`config.mk`:
```
export PLATFORM = sky130hd
export DESIGN_NAME = mfw_merge
export DESIGN_NICKNAME = d
export VERILOG_FILES = /design/src/mfw_pkg.sv /design/src/mfw_merge.sv
export SDC_FILE = /design/constraint.sdc
export NUM_CORES = 2
export LEC_CHECK = 0
export BUFFER_PORTS_ARGS = -buffer_cell sky130_fd_sc_hd__buf_4
export CAP_MARGIN = 20
export CORE_MARGIN = 2
export CORE_UTILIZATION = 55
export DETAILED_ROUTE_END_ITERATION = 7
export PLACE_DENSITY = 0.71
export REMOVE_ABC_BUFFERS = 1
export SLEW_MARGIN = 15
export SYNTH_ARGS = -nofsm -noshare
export SYNTH_HDL_FRONTEND = slang
export SYNTH_SLANG_ARGS = --single-unit
export TNS_END_PERCENT = 5
```
`constraint.sdc`:
```
create_clock -name clk -period 14.5 [get_ports clk]
set_clock_uncertainty 0.05 [all_clocks]
set_input_delay 4.35 -clock clk [delete_from_list [all_inputs] [get_ports clk]]
set_output_delay 4.35 -clock clk [all_outputs]
set_load 0.01 [all_outputs]
```
`src/mfw_pkg.sv`:
```
`default_nettype none

package mfw_pkg;

  // pipeline stage indices, shared by the lanes, the merge stage and the control
  localparam int ST_MAG   = 0;
  localparam int ST_BIGT  = 1;
  localparam int ST_TQ    = 2;
  localparam int ST_P1    = 3;
  localparam int ST_A1    = 4;
  localparam int ST_P2    = 5;
  localparam int ST_A2    = 6;
  localparam int ST_P3    = 7;
  localparam int ST_A3    = 8;
  localparam int ST_SPLIT = 9;
  localparam int ST_Q1    = 10;
  localparam int ST_VAL   = 11;
  localparam int ST_PROD  = 12;
  localparam int ST_OUT   = 13;
  localparam int NS       = 14;

  typedef logic [NS-1:0] stage_en_t;

  // register indexes on the configuration port
  localparam logic [1:0] REG_B     = 2'd0;
  localparam logic [1:0] REG_C     = 2'd1;
  localparam logic [1:0] REG_INV_X = 2'd2;
  localparam logic [1:0] REG_INV_Y = 2'd3;

  localparam logic [15:0] RST_B     = 16'd10923;
  localparam logic [15:0] RST_C     = 16'd10923;
  localparam logic [15:0] RST_INV_X = 16'd16384;
  localparam logic [15:0] RST_INV_Y = 16'd16384;

  // datapath widths
  localparam int TQW = 21;           // t as unsigned Q.16
  localparam int KW  = 24;           // coefficient width, signed
  localparam int P1W = KW + TQW + 1;
  localparam int A1W = 27;
  localparam int P2W = A1W + TQW + 1;
  localparam int A2W = 33;
  localparam int P3W = A2W + TQW + 1;
  localparam int A3W = 39;
  localparam int VW  = 32;           // 1d value, signed Q15
  localparam int PW  = 2 * VW;

  localparam int ROUND_Q16 = 32768;
  localparam int ROUND_Q15 = 16384;

  // clamp on |acc| so that the divide by six tops out at 2^31 - 1
  localparam logic [33:0] ACC_MAX = 34'd12884901882;
  // ceil(2^17 / 3) and ceil(2^19 / 3)
  localparam logic [15:0] RECIP3_17 = 16'd43691;
  localparam logic [17:0] RECIP3_19 = 18'd174763;

  typedef struct packed {
    logic signed [KW-1:0] k3_in;
    logic signed [KW-1:0] k2_in;
    logic signed [KW-1:0] k0_in;
    logic signed [KW-1:0] k3_out;
    logic signed [KW-1:0] k2_out;
    logic signed [KW-1:0] k1_out;
    logic signed [KW-1:0] k0_out;
  } coef_t;

endpackage

`default_nettype wire

```
`src/mfw_merge.sv`:
```
`default_nettype none

module mfw_merge import mfw_pkg::*; (
  input  logic                 clk,
  input  stage_en_t            en,
  input  logic signed [VW-1:0] value_x,
  input  logic signed [VW-1:0] value_y,
  output logic signed [15:0]   weight
);

  logic signed [PW-1:0] prod;
  logic signed [PW-1:0] prod_next;
  logic signed [PW-1:0] scaled;
  logic signed [15:0]   weight_next;

  assign prod_next = value_x * value_y;
  assign scaled    = (prod + PW'(ROUND_Q15)) >>> 15;

  always_comb begin
    if (scaled > PW'(32767)) begin
      weight_next = 16'sd32767;
    end else if (scaled < PW'(-32768)) begin
      weight_next = -16'sd32768;
    end else begin
      weight_next = 16'(scaled);
    end
  end

  always_ff @(posedge clk) begin
    if (en[ST_PROD]) begin
      prod <= prod_next;
    end
    if (en[ST_OUT]) begin
      weight <= weight_next;
    end
  end

endmodule

`default_nettype wire

```
# Word level (Yosys, flattened, before mapping)
# Cells that the tools add are included.
# word_totals
latchBits	0
ff_bits	80
inputBits	79
n_memories	0
ramBits	0
romBits	0
# classes
add_sub_neg	1
n_mux	1
div_mod_pow	0
n_lt_le_gt_ge	2
multipliers	1
n_bitwise	0
n_shift	0
eq_ne	0
n_reduce_logical	0
# op_table
cell	n
$add 64x16->64 const B	1
$mul 32x32->64	1
$gt 49x16->1 const B	1
$lt 49x16->1 const B	1
$mux 16	1

# Logic depth before layout (Yosys ltp)
# logic_depth
depth_word	3
depth_mapped	28
depth_no_buf	26

# Worst setup path after synthesis
# No wires, ideal clock.
# synth_path
kind	input port to flip-flop
from	in value_x[31]
to	reg prod[61] (data pin)
setup_ps	262
required_ps	14188
arrival_ps	11387
slack_ps	2801
n_path_buf	2
cell_stages	27
path_cell_list	clkbuf_1 nand2_1 inv_1 fa_1 inv_1 fa_1 inv_1 fa_1 fa_1 inv_1 fa_1 inv_1 fa_1 inv_1 fa_1 inv_1 fa_1 ha_1 clkbuf_1 a21o_1 a21o_1 a21oi_1 o21ai_0 a21oi_1 o21ai_0 o21bai_1 xor2_1
# synth_between
elab_chain_len	1
# synth_lines
item	line_no	source
start: declaration	mfw_merge.sv:6	input logic signed [VW-1:0] value_x,
$mul 32x32->64	mfw_merge.sv:16	assign prod_next = value_x * value_y;
net prod_next[61]	mfw_merge.sv:12	logic signed [PW-1:0] prod_next;
end signal: assignment	mfw_merge.sv:31	prod <= prod_next;
end: declaration	mfw_merge.sv:11	logic signed [PW-1:0] prod;
# The timed path passes the listed nets, and every way through them passes these cells.
# A chain may end at the register's enable or synchronous reset.

# Worst setup path after layout
# layout_path
from	in value_y[2]
to	reg prod[61] (data pin)
# layout_between
elab_chain_len	1
# layout_lines
item	line_no	source
start: declaration	mfw_merge.sv:7	input logic signed [VW-1:0] value_y,
$mul 32x32->64	mfw_merge.sv:16	
net prod_next[61]	mfw_merge.sv:12	
# The timed path passes the listed nets, and every way through them passes these cells.

==> metrics.yaml <==
dpl.hpwl_um: 76400
drt_iter0_drc: 1569
r2r_start: "prod[43]"
area_delta_synth_final_pct: 3.20
start_util_pct: 55.8
post_cts_resize_count: 0
final-seq-area_um2: 1980
slew_violations: 0
core_area_um2: 70400
hold_viol_final: 0
met2_usage_pct: 47.7
synth_common_cells: "1081 x fa_1, 969 x inv_1, 540 x nand2_1"
grt_pass1_vias: 30500
clk_pin_slew_worst_paths_ps: 60
num_vias: 27000
yosysMostFrequentCell: "fa_1"
grt_max_degree: 51
holdPathStages: 2
seq_area_frac_synth_pct: 5.05
portBuffers: 82
worstHoldStart: "prod[20]"
overflow: 0
cp_slowest_cell: "fa_1"
cts_buffers: 9
wirelength_um: 94300
ctsHoldBuffers: 0
cts_buffer_depth: 2
timing.rr.end: "weight[2]"
grt_antenna_before_repair: 2
fillers: 6199
ant_nets: 0
post_cts_buffers: 0
fp-row-count: 97
cpMostUsedCell: "fa_1"
nets: 5337
cts.sinks: 66
die-area_um2: 73600
tightestPinTransition_ps: 997
hold_path.class: "register to register"
htreeDepth: 3
cap_violations: 0
crit_path_max_incr_delay_ps: 1070
route.detailed.drc: 0
dr.pass1.iters: 5
crit_start: "value_y[2]"
synth_cell_types: 70
grt_use_met1_pct: 37.4
crit_chain: "buf_4 > nand2_1 > inv_1 > fa_1 > fa_1 > fa_1 > fa_1 > inv_1 > fa_1 > inv_1 > fa_1 > inv_1 > fa_1 > inv_1 > fa_1 > ha_1 > a21o_1 > a21o_1 > a21oi_1 > o21ai_0 > a21oi_1 > o21ai_0 > o21bai_1 > xor2_1"
multiInputGateArea_um2: 32800
die_w_um: 271
busiest_layer: "met2"
cp_max_fo: 32
worstPathRequired_ps: 14530
grt_usage_pct: 27.5
rrSetupSlack_ps: 10900
drive_gt1_share_pct: 3.12
ff2ff_path_depth: 8
setup_tns_ps: 0
clkLatencyLatePin_ps: 330
min_to: "weight[5]"
synth_top_cell_area_share_pct: 55.1
viasPerCell: 5.47
end_kind: "register"
crit_type: "input port to register"
grt_pass1_wl_um: 161000
yosysWarnings: 0
synth_area_um2: 39300
cp_data_arrival_time_ps: 12350
async_flop_share_pct: 0
ys_ff_latch: 66
yosys-top-cells-area: "fa_1 55%, inv_1 9.3%, and2_1 8.1%"
cp-start-kind: "input port"
place.gp.congestion: 0.919
relSlewSlack_pct: 33.3
grtUsageMet3_pct: 3.26
dieHeight_um: 271
cts_tree: "built"
synth.avg_cell_area_um2: 9.55
io_pins: 95
status: "finished, final reports clean"
setup_violations: 0
syn-instance-count: 4114
rsz0062_at_grt: "false"
min_period_over_period_pct: 85.0
synth_top_cell_by_area: "fa_1"
synth-main-ff-cell: "edfxtp_1"
synth-edff-count: 66
max_freq_mhz: 81.2
route.detailed.wl_per_inst_um: 19.1
period_minus_slack_ps: 12320
clock-root-buffer: "clkbuf_16"
critical path, delay by kind of cell:
family / cells / cell delay [ps]
xor gates and xnor gates: 1 / 160
buffers and inverters: 6 / 1080
AOI/OAI and AO/OA: 7 / 1310
adders and majority gates: 9 / 5220
and+or+nand+nor: 1 / 180
sequential cells by signal, summed over array words and instances (netlist names):
signal,cells
prod,50
weight,16
how the worst max path moves through the flow:
stage	endpoint	slack, ps	depth (start not counted)
floorplan	prod[61]	3100	23
global placement	prod[61]	1790	24
detailed placement	prod[61]	1760	24
CTS	prod[61]	2080	24
global route	prod[62]	1630	27
finish	prod[61]	2180	24
final cells by class:
| class | count | share of cell area [%] |
|---|---|---|
| clock buffers | 10 | 0.565 |
| diodes | 2 | 0.0123 |
| flip-flops and latches | 66 | 4.89 |
| repair buffers | 84 | 1.56 |
| clock inverters | 6 | 0.0834 |
| well taps | 940 | 2.90 |
| inverters | 969 | 8.97 |
| multi-input cells | 2866 | 81.0 |
layer usage:
metal	vias to the layer above	part of all wire, %
met5	-	0
met4	0	2.2
met3	144	5.5
met2	781	51
met1	14400	42
li1	11700	-
per-stage QoR:
stage	hold slack [ps]	setup WS (ps)	std cells	util (%)	cell area (um2)
2_1_floorplan	531	3100	3901	-	38400
3_3_place_gp	642	1790	4925	57.2	40300
3_5_place_dp	648	1760	4925	57.2	40300
4_1_cts	668	2080	4941	57.6	40500
5_1_grt	702	1630	4941	57.6	40500
6_report	658	2180	4943	57.6	40500
cells in the final DEF (no fill, tap or decap), drive strengths merged, types with 13 or more instances in the layout:
master | synthesis | layout
o21bai | 13 | 13
nor2 | 62 | 62
nor3 | 24 | 24
nand4 | 34 | 34
fa | 1081 | 1081
xnor2 | 58 | 58
ha | 181 | 181
and3 | 17 | 17
inv | 969 | 969
nand2 | 540 | 540
and2 | 511 | 511
nand3 | 36 | 36
a21o | 33 | 33
a21oi | 60 | 60
nand2b | 14 | 14
edfxtp | 66 | 66
xor2 | 33 | 33
buf | 3 | 84
o21ai | 49 | 49
cell families (layout without fill, tap and decap cells):
family	after synthesis	count (layout)	synth area share [%]
xor gates and xnor gates	91	91	2.03
buffers and inverters	1182	1069	11.4
DFF	66	66	5.05
and+or+nand+nor	1283	1283	16.7
other	0	2	0
muxes	5	5	0.131
AOI/OAI and AO/OA	225	225	3.84
adders and majority gates	1262	1262	60.9
Power is not shown: default switching activity piles up to over one toggle a cycle in this logic, so the estimate is an artifact.
