## config.mk

```make
export PLATFORM = sky130hd
export DESIGN_NAME = mfw_coef
export DESIGN_NICKNAME = d
export VERILOG_FILES = /design/src/mfw_pkg.sv /design/src/mfw_coef.sv
export SDC_FILE = /design/constraint.sdc
export NUM_CORES = 1
export LEC_CHECK = 0
export BUFFER_PORTS_ARGS = -buffer_cell sky130_fd_sc_hd__buf_2
export CAP_MARGIN = 20
export CORE_MARGIN = 2
export CORE_UTILIZATION = 55
export DETAILED_ROUTE_END_ITERATION = 10
export GPL_TIMING_DRIVEN = 1
export PLACE_DENSITY = 0.89
export SLEW_MARGIN = 0
export SYNTH_ARGS = -nofsm -noshare
export SYNTH_HDL_FRONTEND = slang
export SYNTH_SLANG_ARGS = --single-unit
```

## constraint.sdc

```tcl
create_clock -name vclk -period 9.1
set_input_delay 1.82 -clock vclk [all_inputs]
set_output_delay 1.82 -clock vclk [all_outputs]
set_load 0.01 [all_outputs]
```

## src/mfw_pkg.sv

```systemverilog
`default_nettype none

package mfw_pkg;

  // pipeline stage indices, shared by the lanes, the merge stage and the control
  localparam int ST_MAG   = 0;
  localparam int ST_BIGT  = 1;
  localparam int ST_TQ    = 2;
  localparam int ST_P1    = 3;
  localparam int ST_A1    = 4;
  localparam int ST_P2    = 5;
  localparam int ST_A2    = 6;
  localparam int ST_P3    = 7;
  localparam int ST_A3    = 8;
  localparam int ST_SPLIT = 9;
  localparam int ST_Q1    = 10;
  localparam int ST_VAL   = 11;
  localparam int ST_PROD  = 12;
  localparam int ST_OUT   = 13;
  localparam int NS       = 14;

  typedef logic [NS-1:0] stage_en_t;

  // register indexes on the configuration port
  localparam logic [1:0] REG_B     = 2'd0;
  localparam logic [1:0] REG_C     = 2'd1;
  localparam logic [1:0] REG_INV_X = 2'd2;
  localparam logic [1:0] REG_INV_Y = 2'd3;

  localparam logic [15:0] RST_B     = 16'd10923;
  localparam logic [15:0] RST_C     = 16'd10923;
  localparam logic [15:0] RST_INV_X = 16'd16384;
  localparam logic [15:0] RST_INV_Y = 16'd16384;

  // datapath widths
  localparam int TQW = 21;           // t as unsigned Q.16
  localparam int KW  = 24;           // coefficient width, signed
  localparam int P1W = KW + TQW + 1;
  localparam int A1W = 27;
  localparam int P2W = A1W + TQW + 1;
  localparam int A2W = 33;
  localparam int P3W = A2W + TQW + 1;
  localparam int A3W = 39;
  localparam int VW  = 32;           // 1d value, signed Q15
  localparam int PW  = 2 * VW;

  localparam int ROUND_Q16 = 32768;
  localparam int ROUND_Q15 = 16384;

  // clamp on |acc| so that the divide by six tops out at 2^31 - 1
  localparam logic [33:0] ACC_MAX = 34'd12884901882;
  // ceil(2^17 / 3) and ceil(2^19 / 3)
  localparam logic [15:0] RECIP3_17 = 16'd43691;
  localparam logic [17:0] RECIP3_19 = 18'd174763;

  typedef struct packed {
    logic signed [KW-1:0] k3_in;
    logic signed [KW-1:0] k2_in;
    logic signed [KW-1:0] k0_in;
    logic signed [KW-1:0] k3_out;
    logic signed [KW-1:0] k2_out;
    logic signed [KW-1:0] k1_out;
    logic signed [KW-1:0] k0_out;
  } coef_t;

endpackage

`default_nettype wire

```

## src/mfw_coef.sv

```systemverilog
`default_nettype none

module mfw_coef import mfw_pkg::*; (
  input  logic [15:0] b_param,
  input  logic [15:0] c_param,
  output coef_t       coef
);

  logic signed [KW-1:0] bs;
  logic signed [KW-1:0] cs;

  assign bs = signed'(KW'(b_param));
  assign cs = signed'(KW'(c_param));

  // six times the cubic coefficients, Q15
  assign coef.k3_in  = KW'(393216) - KW'(9) * bs - KW'(6) * cs;
  assign coef.k2_in  = KW'(-589824) + KW'(12) * bs + KW'(6) * cs;
  assign coef.k0_in  = KW'(196608) - KW'(2) * bs;
  assign coef.k3_out = -bs - KW'(6) * cs;
  assign coef.k2_out = KW'(6) * bs + KW'(30) * cs;
  assign coef.k1_out = -(KW'(12) * bs) - KW'(48) * cs;
  assign coef.k0_out = KW'(8) * bs + KW'(24) * cs;

endmodule

`default_nettype wire

```

; Yosys cells after proc, flatten, opt, wreduce, memory -nomap -nowiden
; Index checks and enable logic that the tools add are counted.
[word_totals]
ramBits = 0
elab_cells = 18
register_bits = 0
latchBits = 0
n_memories = 0
rom_bits = 0
[op_classes]
n_bitwise = 0
mux = 0
shift = 0
addsub = 11
n_lt_le_gt_ge = 0
eq_ne = 0
n_div = 0
reduce_logical = 0
mul = 7
[ops]
columns = operator, count
row1 = "2-bit by 16-bit multiplier with 18-bit output, first input constant", 5
row2 = 19-bit by 21-bit adder with 22-bit output, 2
row3 = "4-bit by 16-bit multiplier with 20-bit output, first input constant", 2
row4 = "21-bit by 24-bit adder with 24-bit output, first input constant", 1
row5 = 24-bit adder, 1
row6 = 16-bit negation with 24-bit output, 1
row7 = 20-bit negation with 24-bit output, 1
row8 = 24-bit by 20-bit subtractor with 24-bit output, 1
row9 = 24-bit by 23-bit subtractor with 24-bit output, 1
row10 = 21-bit by 20-bit subtractor with 22-bit output, 1
row11 = "19-bit by 20-bit subtractor with 21-bit output, first input constant", 1
row12 = "18-bit by 17-bit subtractor with 19-bit output, first input constant", 1

; Depth between registers and ports, before layout
[depth]
depth_word = 3
mapped_depth = 22
mapped_depth_nobuf = 22

; Worst setup path before layout
; Ideal clock, no wire load.
[synth_timing]
path_kind = input to output
from = in c_param[0]
to = out coef[67] in the netlist's numbering
arrival_ns = 6.053
path_stages = 18
required_ns = 7.280
slack_ns = 1.227
path_cell_list = fa_1 fa_1 fa_1 a211oi_1 o21a_1 nor2_1 a21oi_1 o21bai_1 a21oi_1 xnor2_1 ha_1 and3_1 a22o_1 a31oi_1 nor2_1 a2111oi_4 o21ai_1 xor2_1
[synth_lines]
columns = item, line_no
row1 = start: declaration, mfw_coef.sv:5  ; input logic [15:0] c_param,
row2 = end: declaration, mfw_coef.sv:6  ; output coef_t coef

==> key figures <==
Final layout
  – Design area: 0.0114 mm^2
  – # fillers: 1637
  – Antenna Cells: 0
  – Share of post-route cells with drive strength above 1: 0.136
  – Clock buffer cells: 0
  – Multi-input logic area: 0.00954 mm^2
  – Sequential cell area: 0 um^2
  – Area delta synth->final: 10.3%
  – Nets: 1843
  – Sequential cell count: 0
  – Final Non-Filler Cells: 1741

STA
  – RSZ-0062 raised after global routing: no
  – Setup TNS: 0 ns
  – Rel. slew slack: 0.531
  – Worst Tran Pin Value: 0.698 ns
  – Final setup viols: 0
  – Peak Freq: 117 MHz
  – Final Critical Period: 8.52 ns
  – Hold Violations, Final: 0
  – Final period util: 0.937
  – Final Slew Violations: 0

Routing
  – # DRC: 0
  – Detail-routed via count per cell: 5.86
  – Routed WL: 28000 um
  – Via count: 10200
  – Drt first pass iters: 5
  – Drt initial violations: 517
  – Antenna-violating nets left: 0
  – Post-DR wirelength/cell: 16.1 um

Yosys
  – Mapped Area: 0.0103 mm^2
  – Largest area contributor in the netlist: ha_1
  – Synth cell count leaders: ha_1 (266), inv_1 (168), a21oi_1 (125)
  – Syn Area/Cell: 7.72 um^2
  – Top post-synthesis cells by area: ha_1 (32%), xnor2_1 (9.9%), fa_1 (7.0%)
  – Syn Inst Count: 1337
  – Yosys warning total: 0
  – Cell variety after synth: 70
  – Register area share after synthesis: 0
  – Share of the synthesized area in the top cell type: 0.323
  – Most frequent cell after synthesis: ha_1

Min path
  – Hold WC Path Type: in2out
  – Hold path startpoint: c_param[0]
  – Hold path cells: 2
  – Hold Path Sink: coef[121]

Floorplan
  – Core footprint: 0.0186 mm^2
  – Die W: 141 um
  – Die ar.: 0.0199 mm^2
  – Row count: 50
  – Initial Util: 0.555
  – # IOs: 200
  – Die height: 141 um

Power
  – Psw: 2.00 mW
  – Internal: 1.47 mW
  – VDD IR max: 0.000269 V
  – Flop pwr share: 0
  – Net Sw Frac: 0.577
  – Comb power frac: 1.000
  – PwrDens: 305 mW/mm^2
  – Clk pwr share: 0
  – Static leakage: 6.20 nW

Placed design
  – Hpwl dp: 24700 um
  – Placed cell area: 0.0114 mm^2
  – Placed Cells: 1741
  – Buffers on Ports: 182
  – Placer congestion estimate: 0.947

Global routing
  – First-pass GRT wire length: 45800 um
  – Gr ovfl total: 0
  – Tot GR Track Use: 0.274
  – Vias in the first global route: 9876
  – Largest net degree at the start of global routing: 12
  – Initial antenna violation count: 0

CTS
  – Post-cts resize count: 0
  – Post-CTS setup buffers: 0
  – Hold Buf Count CTS: 0

Worst setup path
  – CP max stage delay: 0.59 ns
  – Critical path fanouts, max: 7
  – WS Path Type: in2out
  – Crit-path cells: buf_2 -> fa_1 -> fa_1 -> fa_1 -> a211oi_1 -> o21a_1 -> nor2_1 -> a21oi_1 -> o21bai_1 -> a21oi_1 -> xnor2_1 -> ha_1 -> and3_1 -> a22o_1 -> a31oi_1 -> nor2_1 -> a2111oi_4 -> o21ai_1 -> xor2_1 -> buf_2
  – CP max stage cell: fa_1
  – Nature of the critical path endpoint: output pin
  – Arr. time, crit path: 6.70 ns
  – Crit path launch type: input port
  – WP data required: 7.28 ns
  – Crit path top cell by count: fa_1

Flow run
  – Maxcap violations: 0

Run status
  – Status: complete, no violations
[cell type report]
type                       instances  share of cell area
multi-input combinational       1156               0.838
tap                              234              0.0257
timing repair buffer             183              0.0807
inverter                         168              0.0554
[through the flow]
stage / utilization / hold WS [ns] / power (mW) / setup WS, ns
2_1_floorplan: - / 3.73 / 2.41 / 1.23
3_3_place_gp: 0.613 / 3.96 / 3.35 / 0.691
3_5_place_dp: 0.613 / 3.97 / 3.41 / 0.591
4_1_cts: 0.613 / 3.97 / 3.44 / 0.585
5_1_grt: 0.613 / 3.98 / 3.80 / 0.273
6_report: 0.613 / 3.96 / 3.47 / 0.576
[logic make-up after synthesis]
family          count (synthesis)  share of synthesized area
fa+ha+maj                     302                      0.392
buf+inv                       198                     0.0815
xor+xnor                      160                      0.137
mux                             3                    0.00291
simple gates                  256                      0.118
compound gates                417                      0.268
other cells                     1                   0.000364
[layer usage]
layer	global-route usage	routed length, um	vias to the layer above
met5	0	0	-
li1	-	-	5043
met3	0.0126	1670	43
met1	0.362	12300	4795
met4	0.0400	441	0
met2	0.506	13600	313
[worst max-delay path: cells and delay by family]
kind / cells / cell delay (ns)
XOR/XNOR: 2 / 0.33
AO/OA/AOI/OAI: 9 / 2.01
buffers and inverters: 2 / 0.32
AND/OR/NAND/NOR: 3 / 0.40
adder cells (fa/ha/maj): 4 / 1.81
[placed cells by master (no fill, tap or decap), types with 3 or more instances in the layout]
cell,netlist,routed
xor2_1,42,42
xnor2_1,117,117
inv_1,168,168
a211o_1,6,6
nand2b_1,12,12
nor3_1,18,18
o21ai_0,58,58
a311o_1,3,3
o211ai_1,8,8
buf_2,0,182
o31a_1,3,3
o21ai_1,5,5
a221o_1,3,3
and3_1,9,9
ha_1,266,266
nor2_1,89,89
o21a_1,28,28
o21bai_1,21,21
nand3_1,21,21
or2_2,4,4
a31oi_1,12,12
a221oi_1,5,5
nor2b_1,22,22
o31ai_1,3,3
a211oi_1,15,15
a21boi_0,6,6
and2_1,5,5
a21o_1,75,75
nand2_1,60,60
mux2i_1,3,3
fa_1,36,36
conb_1,1,18
nand4_1,5,5
a21oi_1,125,125
a21boi_1,4,4
a21oi_2,5,5
o22ai_1,5,5
[how the worst max path moves through the flow]
stage          slack (ns)  endpoint        from  cells past startpoint
2_1_floorplan        1.23  coef[67]  c_param[0]                     18
4_1_cts              0.58  coef[67]  c_param[0]                     20
3_5_place_dp         0.59  coef[67]  c_param[0]                     20
3_3_place_gp         0.69  coef[67]  c_param[0]                     20
5_1_grt              0.27  coef[66]  c_param[2]                     21
6_report             0.58  coef[67]  c_param[0]                     20
[power groups by stage]
stage | clock (mW) | combinational (mW) | sequential [mW]
after global routing | 0 | 3.80 | 0
after floorplan | 0 | 2.41 | 0
after global placement | 0 | 3.35 | 0
final | 0 | 3.47 | 0
after CTS | 0 | 3.44 | 0
after detailed placement | 0 | 3.41 | 0
(Power assumes the default switching activity.)
